<file path="src/rtl/core/terminal_text_line_breaker_core_assert.svh">
// ----------------------------------------------------------------------------
// terminal text line breaker assertion macros
// shared concurrent assertion forms, clocked on clk and disabled in reset
// ----------------------------------------------------------------------------
`ifndef TERMINAL_TEXT_LINE_BREAKER_CORE_ASSERT_SVH
`define TERMINAL_TEXT_LINE_BREAKER_CORE_ASSERT_SVH

// condition implies consequence in the same cycle
`define TLB_ASSERT_IMPLY(lbl, ante, cons, msg) \
    lbl: assert property (@(posedge clk) disable iff (!rst_n) (ante) |-> (cons)) \
        else $error(msg);

// condition implies consequence in the next cycle
`define TLB_ASSERT_NEXT(lbl, ante, cons, msg) \
    lbl: assert property (@(posedge clk) disable iff (!rst_n) (ante) |=> (cons)) \
        else $error(msg);

`endif

</file>
<file path="src/rtl/core/tlb_pkg.sv">
// ----------------------------------------------------------------------------
// tlb_pkg
// types, character codes and helper functions of the text line breaker
// ----------------------------------------------------------------------------
`default_nettype none

package tlb_pkg;

    // sequencer states, one-hot
    typedef enum logic [8:0] {
        S_IDLE     = 9'b000000001,
        S_PROC     = 9'b000000010,
        S_SETUP    = 9'b000000100,
        S_SCAN_RD  = 9'b000001000,
        S_SCAN_CHK = 9'b000010000,
        S_FOUND    = 9'b000100000,
        S_RPL_RD   = 9'b001000000,
        S_RPL_MS   = 9'b010000000,
        S_END      = 9'b100000000
    } state_t;

    // outcome of measuring one byte
    typedef enum logic [1:0] {
        MC_NONE    = 2'd0,
        MC_NEWLINE = 2'd1,
        MC_WRAP    = 2'd2
    } mcode_t;

    // column remainder width, enough for tab stops up to 16
    localparam int COL_MOD_W = 4;

    // per-line measuring state
    typedef struct packed {
        logic [8:0]           col_count;
        logic [COL_MOD_W-1:0] col_mod;
        logic [23:0]          brk;
        logic                 lead;
        logic                 in_esc;
        logic                 mstop;
        logic [1:0]           qpm;
    } meas_t;

    localparam meas_t MEAS_RESET = '0;

    localparam logic [8:0] COL_MAX = 9'd511;

    // quote prefix tracking codes
    localparam logic [1:0] QP_NONE  = 2'd0;
    localparam logic [1:0] QP_COLON = 2'd1;
    localparam logic [1:0] QP_QUOTE = 2'd2;
    localparam logic [1:0] QP_NO    = 2'd3;

    // line type codes
    localparam logic [1:0] LT_PLAIN_NL   = 2'd0;
    localparam logic [1:0] LT_PLAIN_WRAP = 2'd1;
    localparam logic [1:0] LT_QUOTE_NL   = 2'd2;
    localparam logic [1:0] LT_QUOTE_WRAP = 2'd3;

    // character codes
    localparam logic [7:0] CH_TAB   = 8'h09;
    localparam logic [7:0] CH_LF    = 8'h0A;
    localparam logic [7:0] CH_ESC   = 8'h1B;
    localparam logic [7:0] CH_SPACE = 8'h20;
    localparam logic [7:0] CH_COLON = 8'h3A;
    localparam logic [7:0] CH_TILDE = 8'h7E;
    localparam logic [7:0] CH_HIGH  = 8'h80;

    localparam logic [7:0] LINE_WIDTH_RESET = 8'd80;
    localparam logic [7:0] LINE_WIDTH_MIN   = 8'd2;

    // escape letters that stop measuring
    function automatic logic is_final_letter(input logic [7:0] c);
        logic r;
        unique case (c)
            "s", "u", "H", "M", "f", "L", "@", "P",
            "A", "B", "C", "D", "J", "K": r = 1'b1;
            default:                     r = 1'b0;
        endcase
        return r;
    endfunction

    // characters that keep an escape sequence open
    function automatic logic is_param_char(input logic [7:0] c);
        logic r;
        unique case (c)
            "[", "0", "1", "2", "3", "4", "5", "6",
            "7", "8", "9", ";", ",": r = 1'b1;
            default:                r = 1'b0;
        endcase
        return r;
    endfunction

    // type of an emitted line from the previous type, length, quote prefix and newline flag
    function automatic logic [1:0] line_type_of(input logic [1:0]  prev,
                                                input logic [23:0] len,
                                                input logic [1:0]  qpm,
                                                input logic        nl);
        logic quote;
        if (prev == LT_PLAIN_WRAP)
            quote = 1'b0;
        else if (prev == LT_QUOTE_WRAP)
            quote = 1'b1;
        else
            quote = (len >= 24'd2) && (qpm == QP_QUOTE);
        return {quote, ~nl};
    endfunction

endpackage

`default_nettype wire

</file>
<file path="src/rtl/core/tlb_measure.sv">
// ----------------------------------------------------------------------------
// tlb_measure
// shared column measuring unit: applies one byte to the line state
// ----------------------------------------------------------------------------
`default_nettype none

module tlb_measure #(
    parameter int TAB_STOP = 8
) (
    input  wire logic [7:0]     c,
    input  wire logic [23:0]    pos_in_line,
    input  wire logic           allow_wrap,
    input  wire logic [7:0]     eff_width,
    input  wire tlb_pkg::meas_t st_in,
    output tlb_pkg::meas_t      st_out,
    output tlb_pkg::mcode_t     code,
    output logic [23:0]         wrap_point
);

    localparam int SAT_MOD = 511 % TAB_STOP;

    logic [9:0] tab_col;
    logic       printable;

    assign tab_col   = {1'b0, st_in.col_count} + 10'(TAB_STOP) - 10'(st_in.col_mod);
    assign printable = (c >= tlb_pkg::CH_HIGH)
                     || ((c >= tlb_pkg::CH_SPACE) && (c <= tlb_pkg::CH_TILDE));

    // byte classification and state update
    always_comb
    begin
        st_out     = st_in;
        code       = tlb_pkg::MC_NONE;
        wrap_point = 24'd0;
        // quote prefix on the first two bytes
        if (pos_in_line == 24'd0)
            st_out.qpm = (c == tlb_pkg::CH_COLON) ? tlb_pkg::QP_COLON : tlb_pkg::QP_NO;
        else if (pos_in_line == 24'd1)
            st_out.qpm = ((st_in.qpm == tlb_pkg::QP_COLON) && (c == tlb_pkg::CH_SPACE))
                       ? tlb_pkg::QP_QUOTE : tlb_pkg::QP_NO;

        if (c == tlb_pkg::CH_LF)
        begin
            code = tlb_pkg::MC_NEWLINE;
        end
        else if (st_in.mstop)
        begin
            st_out.mstop = 1'b1;
        end
        else if (c == tlb_pkg::CH_TAB)
        begin
            st_out.lead = 1'b0;
            st_out.brk  = pos_in_line;
            if (tab_col > {1'b0, tlb_pkg::COL_MAX})
            begin
                st_out.col_count = tlb_pkg::COL_MAX;
                st_out.col_mod   = tlb_pkg::COL_MOD_W'(SAT_MOD);
            end
            else
            begin
                st_out.col_count = tab_col[8:0];
                st_out.col_mod   = '0;
            end
        end
        else if (c == tlb_pkg::CH_ESC)
        begin
            st_out.lead   = 1'b0;
            st_out.in_esc = 1'b1;
            st_out.brk    = (pos_in_line != 24'd0) ? pos_in_line - 24'd1 : 24'd0;
        end
        else if (st_in.in_esc)
        begin
            if (tlb_pkg::is_final_letter(c))
                st_out.mstop = 1'b1;
            else if (!tlb_pkg::is_param_char(c))
                st_out.in_esc = 1'b0;
        end
        else if (printable)
        begin
            if (allow_wrap && (st_in.col_count >= {1'b0, eff_width}))
            begin
                code = tlb_pkg::MC_WRAP;
                if (st_in.lead)
                    wrap_point = (pos_in_line != 24'd0) ? pos_in_line - 24'd1 : 24'd0;
                else if (c == tlb_pkg::CH_SPACE)
                    wrap_point = pos_in_line;
                else if (st_in.brk != 24'd0)
                    wrap_point = st_in.brk + 24'd1;
                else
                    wrap_point = pos_in_line;
            end
            else
            begin
                // double-byte pairs and blanks as break candidates
                if (!st_in.lead)
                begin
                    if (c >= tlb_pkg::CH_HIGH)
                        st_out.lead = 1'b1;
                    else if (c == tlb_pkg::CH_SPACE)
                        st_out.brk = pos_in_line;
                end
                else
                begin
                    st_out.lead = 1'b0;
                    st_out.brk  = pos_in_line;
                end
                if (st_in.col_count < tlb_pkg::COL_MAX)
                begin
                    st_out.col_count = st_in.col_count + 9'd1;
                    st_out.col_mod   = (st_in.col_mod == tlb_pkg::COL_MOD_W'(TAB_STOP - 1))
                                     ? '0 : st_in.col_mod + tlb_pkg::COL_MOD_W'(1);
                end
            end
        end
    end

endmodule

`default_nettype wire

</file>
<file path="config.mk">
export PLATFORM = sky130hd
export DESIGN_NAME = tlb_measure
export DESIGN_NICKNAME = d
export VERILOG_FILES = /design/src/rtl/core/terminal_text_line_breaker_core_assert.svh /design/src/rtl/core/tlb_pkg.sv /design/src/rtl/core/tlb_measure.sv
export SDC_FILE = /design/constraint.sdc
export NUM_CORES = 1
export LEC_CHECK = 0
export ABC_CLOCK_PERIOD_IN_PS = 2340
export BUFFER_PORTS_ARGS = -buffer_cell sky130_fd_sc_hd__buf_2
export CORE_ASPECT_RATIO = 1.25
export CORE_MARGIN = 3
export CORE_UTILIZATION = 49
export DETAILED_ROUTE_END_ITERATION = 8
export GPL_TIMING_DRIVEN = 0
export PLACE_DENSITY = 0.92
export SETUP_SLACK_MARGIN = 0.15
export SYNTH_ARGS = -nofsm -noshare
export SYNTH_HDL_FRONTEND = slang
export SYNTH_SLANG_ARGS = --single-unit
</file>
<file path="constraint.sdc">
create_clock -name vclk -period 2.34
set_input_delay 0 -clock vclk [all_inputs]
set_output_delay 0 -clock vclk [all_outputs]
set_load 0.005 [all_outputs]
</file>
; ---- After elaboration in Yosys (flattened, before gate mapping)
; Cells that the tools add are included.
[word_totals]
reg_bits = 0
latch_bits = 0
ramBits = 0
rom_bits = 0
in_bits = 83
out_inout_bits = 68
wordCells = 113
n_memories = 0
[classes]
addsub = 6
mul = 0
n_div = 0
order_cmp = 6
eq_ne = 35
shift = 0
muxes = 57
bitwise = 0
n_reduce_logical = 9
[op_table]
columns = op, count
row1 = 24-bit two-way mux, 13
row2 = 38-bit two-way mux, 4
row3 = 8-bit by 7-bit == test with 1-bit output (second input constant), 15
row4 = 8-bit by 6-bit == test with 1-bit output (second input constant), 14
row5 = 24-bit nonzero test, 2
row6 = 40-bit two-way mux, 1
row7 = 13-bit two-way mux, 3
row8 = 39-bit two-way mux, 1
row9 = 26-bit two-way mux, 1
row10 = 25-bit two-way mux, 1
row11 = 24-bit by 1-bit adder with 24-bit output (second input constant), 1
row12 = 24-bit by 1-bit == test with 1-bit output (second input constant), 1
row13 = 24-bit logical NOT, 1
row14 = 2-bit two-way mux, 12
row15 = 24-bit by 1-bit subtractor with 24-bit output (second input constant), 1
row16 = 1-bit two-way mux, 20
row17 = 8-bit by 4-bit == test with 1-bit output (second input constant), 2
row18 = 14-bit OR reduction, 1
row19 = 13-bit OR reduction, 1
row20 = 9-bit by 4-bit adder with 10-bit output (second input constant), 1
row21 = 10-bit by 9-bit > comparator with 1-bit output (second input constant), 1
row22 = 10-bit by 4-bit subtractor with 10-bit output, 1
row23 = 9-bit by 1-bit adder with 9-bit output (second input constant), 1
row24 = 9-bit by 8-bit greater-or-equal comparator with 1-bit output, 1
row25 = other kinds (11), 13

; ---- Depth between registers and ports, before layout
[depth]
depth_word = 21
mapped_depth = 11
mapped_depth_nobuf = 11

; ---- Worst setup path after synthesis
; No wires, ideal clock.
[synth_path]
kind = input to output
from = input st_in[30] (netlist name)
to = output st_out[34] (netlist name)
arrival_time_ns = 2.642
t_required_ns = 2.340
slack_ns = -0.302
cell_stages = 10
path_buffers = 0
path_cell_list = inv_1 ha_1 ha_1 fa_1 a21o_1 a221oi_1 nor2_1 a211oi_1 nor3_1 a221oi_1
[synth_lines]
columns = item, line_no
row1 = from (decl), tlb_measure.sv:14  ; input wire tlb_pkg::meas_t st_in,
row2 = to (decl), tlb_measure.sv:15  ; output tlb_pkg::meas_t st_out,

==> results.tsv <==
stage	metric	value	unit
die	die footprint	10400	um2
grt	global router's overall resource usage	37.8	%
timing	setup ws final	-0.0586	ns
pwr	Seq pwr share	0	%
pwr	worst vdd ir	123	uV
routing	1st-iter DRT viols	1140	
cells_and_area	layout cells sized above 1	33.3	%
synth	largest area contributor in the netlist	ha_1	
cells_and_area	commonest non-fill, non-tap cell in the layout	buf_2	
die	core area	8840	um2
timing	slew margin rel.	50.2	%
hold_path	Tightest Hold Check Type	in2out	
cells_and_area	clock buffer count	0	
timing	Slew @ Worst Pin	0.748	ns
timing	Max Fclk	0.417	GHz
grt	antenna violations before repair	0	
synth	Post-Syn Nets	840	
pwr	switching power	0.642	mW
synth	cell count after synthesis	726	
routing	DR top layer	met4	
setup_path	crit-path max FO	5	
routing	Met3 Wirelength	3250	um
pwr	Clock Power Share	0	%
timing	final number of max-transition violations	0	
setup_path	Worst EP required	2.34	ns
run	Max Cap Viol	0	
placed_design	worst slack, placed	-0.458	ns
timing	hold slack	0.360	ns
routing	routed length on met2	10200	um
timing	Final Hold Viols	0	
die	number of I/O pins	151	
routing	ANT nets after route	0	
cells_and_area	area delta synth->final	41.1	%
pwr	P per Cell Area	172	nW/um2
cells_and_area	Filler cells	704	
cells_and_area	post-layout net count	1003	
routing	average wire per standard cell	22.6	um
setup_path	critical-path cell list	buf_8 > inv_4 > ha_4 > ha_4 > fa_2 > a21o_1 > a221oi_4 > buf_4 > buf_4 > a211oi_4 > buf_4 > nand2b_4 > o211a_1 > buf_2	
synth	syn_area_per_cell	6.22	um2
placed_design	Port Buffers	133	
routing	M1 WL	7490	um
pwr	switching part of the total	58.5	%
timing	final setup fails	8	
die	Die Ht	113	um
grt	pin count of the biggest net entering global routing	11	
timing	final period utilization	103	%
routing	DR vias/cell	7.30	
placed_design	GP Congestion	1.06	
synth	sequential element share of the synthesized area	0	%
placed_design	hpwl dp	15600	um
pwr	leakage power	2.60	nW
setup_path	Crit Path Class	in2out	
grt	vias in the first global route	6494	
synth	top cell type's share of synthesized area	8.31	%
routing	number of remaining DRC errors	0	
routing	WL final	22800	um
synth	synthesized area	4520	um2
die	Initial Util	51.1	%
synth	synth warn	0	
pwr	Pwr Total	1.10	mW
routing	drt first pass iters	7	
pwr	Pint	0.455	mW
setup_path	data arrival time of the critical path	2.40	ns
setup_path	slowest stage delay, CP	0.34	ns
routing	DR vias	7351	
cells_and_area	register area	0	um2
setup_path	Max stage delay cell, worst path	fa_2	
synth	synth unique cells	76	
setup_path	Setup crit start kind	input pin	
cells_and_area	most frequent cells in the layout	126 x buf_2, 73 x a21oi_1, 63 x nand2_1	
status	status	finished, violations left	
status	failing checks	negative setup slack	
cts	Post-CTS Hold Fix Bufs	0	
cells_and_area	sequential cells	0	
grt	global-route wire length before repair	32500	um
timing	Tmin final	2.40	ns
cells_and_area	fin util	72.1	%
grt	grt ovf	0	
setup_path	CP endpoint kind	output port	
timing	RSZ-0062 raised after global routing	true	
die	Die Width	91.9	um
pwr	Comb power frac	100.0	%
die	Rows	38	
cells_and_area	antenna fix cells	0	
cells_and_area	Multi-input gate area	4690	um2
setup_path	cell mode on critical path	buf_4	
synth	top cells by area, synth	ha_1 8.3%, a21oi_1 8.2%, nand2_1 5.3%	
## metal layers
layer,GRT usage (%),up-vias
li1,-,3120
met1,45.0,3248
met2,64.4,771
met3,5.67,212
met4,22.1,0
met5,0,-
## layout make-up
| cell class | instances | share of cell area [%] |
|---|---|---|
| buffer | 62 | 6.38 |
| inverter | 34 | 2.08 |
| multi-input combinational | 629 | 73.6 |
| tap | 120 | 2.35 |
| timing repair buffer | 162 | 15.6 |
## worst max-delay path: cells and delay by family
| family | cells | cell delay (ns) |
|---|---|---|
| compound gates | 4 | 0.83 |
| buf+inv | 6 | 0.73 |
| fa+ha+maj | 3 | 0.69 |
| simple gates | 1 | 0.15 |
## synthesized netlist by cell type (3+ instances only)
| library cell | number |
|---|---|
| a211o_1 | 10 |
| a211oi_1 | 5 |
| a21o_1 | 6 |
| a21oi_1 | 74 |
| a221o_1 | 4 |
| a221oi_1 | 4 |
| a22oi_1 | 8 |
| a311oi_1 | 6 |
| a31oi_1 | 4 |
| a32oi_1 | 3 |
| and3_1 | 8 |
| and4_1 | 6 |
| buf_4 | 4 |
| clkbuf_1 | 50 |
| clkbuf_4 | 3 |
| ha_1 | 30 |
| inv_1 | 34 |
| nand2_1 | 64 |
| nand2b_1 | 4 |
| nand3_1 | 37 |
| nand4_1 | 19 |
| nand4b_1 | 4 |
| nor2_1 | 53 |
| nor2b_1 | 6 |
| nor3_1 | 27 |
| nor3b_1 | 3 |
| nor4_1 | 16 |
| nor4b_1 | 3 |
| o211a_1 | 4 |
| o211ai_1 | 16 |
| o21a_1 | 8 |
| o21ai_0 | 43 |
| o21ai_1 | 4 |
| o221ai_1 | 7 |
| o22a_1 | 3 |
| o2bb2ai_1 | 21 |
| o31a_1 | 4 |
| o31ai_1 | 9 |
| or2_2 | 7 |
| or3_1 | 7 |
| or4_1 | 8 |
| xnor2_1 | 24 |
| xor2_1 | 17 |
## kinds of logic after synthesis
kind of cell	Yosys count	share of synthesized area (%)
fa+ha+maj	31	8.75
compound gates	269	40.7
simple gates	287	33.4
buf+inv	97	9.03
xor+xnor	41	7.95
mux	1	0.221
## path summary, 6_finish.rpt
| path | startpoint | slack, ns | depth (start not counted) | to |
|---|---|---|---|---|
| worst min-delay path | st_in[0] | 0.36 | 4 | st_out[0] |
| worst max-delay path | st_in[30] | -0.06 | 14 | st_out[35] |
## power groups by stage
stage,logic [mW],clock network [mW],registers (mW)
6_report,1.10,0,0
5_1_grt,1.17,0,0
4_1_cts,0.925,0,0
3_5_place_dp,0.844,0,0
3_3_place_gp,0.831,0,0
2_1_floorplan,0.518,0,0
## per-stage QoR
| step | std cells | cell area [um2] | setup TNS [ns] |
|---|---|---|---|
| after global routing | 1007 | 6380 | -1.30 |
| after CTS | 991 | 5790 | -0.00987 |
| final | 1007 | 6380 | -0.218 |
| after detailed placement | 979 | 5370 | -16.67 |
| after floorplan | 726 | 4550 | 0 |
| after global placement | 979 | 5370 | -14.98 |
## what timing repair did
item | in CTS | in global routing
pin swaps | 21 | 33
setup buffers | 12 | 15
hold endpoints to repair | 0 | 0
cloned | 0 | 2
resized for setup | 88 | 122
setup endpoints to repair | 64 | 63
(Power assumes the default switching activity.)
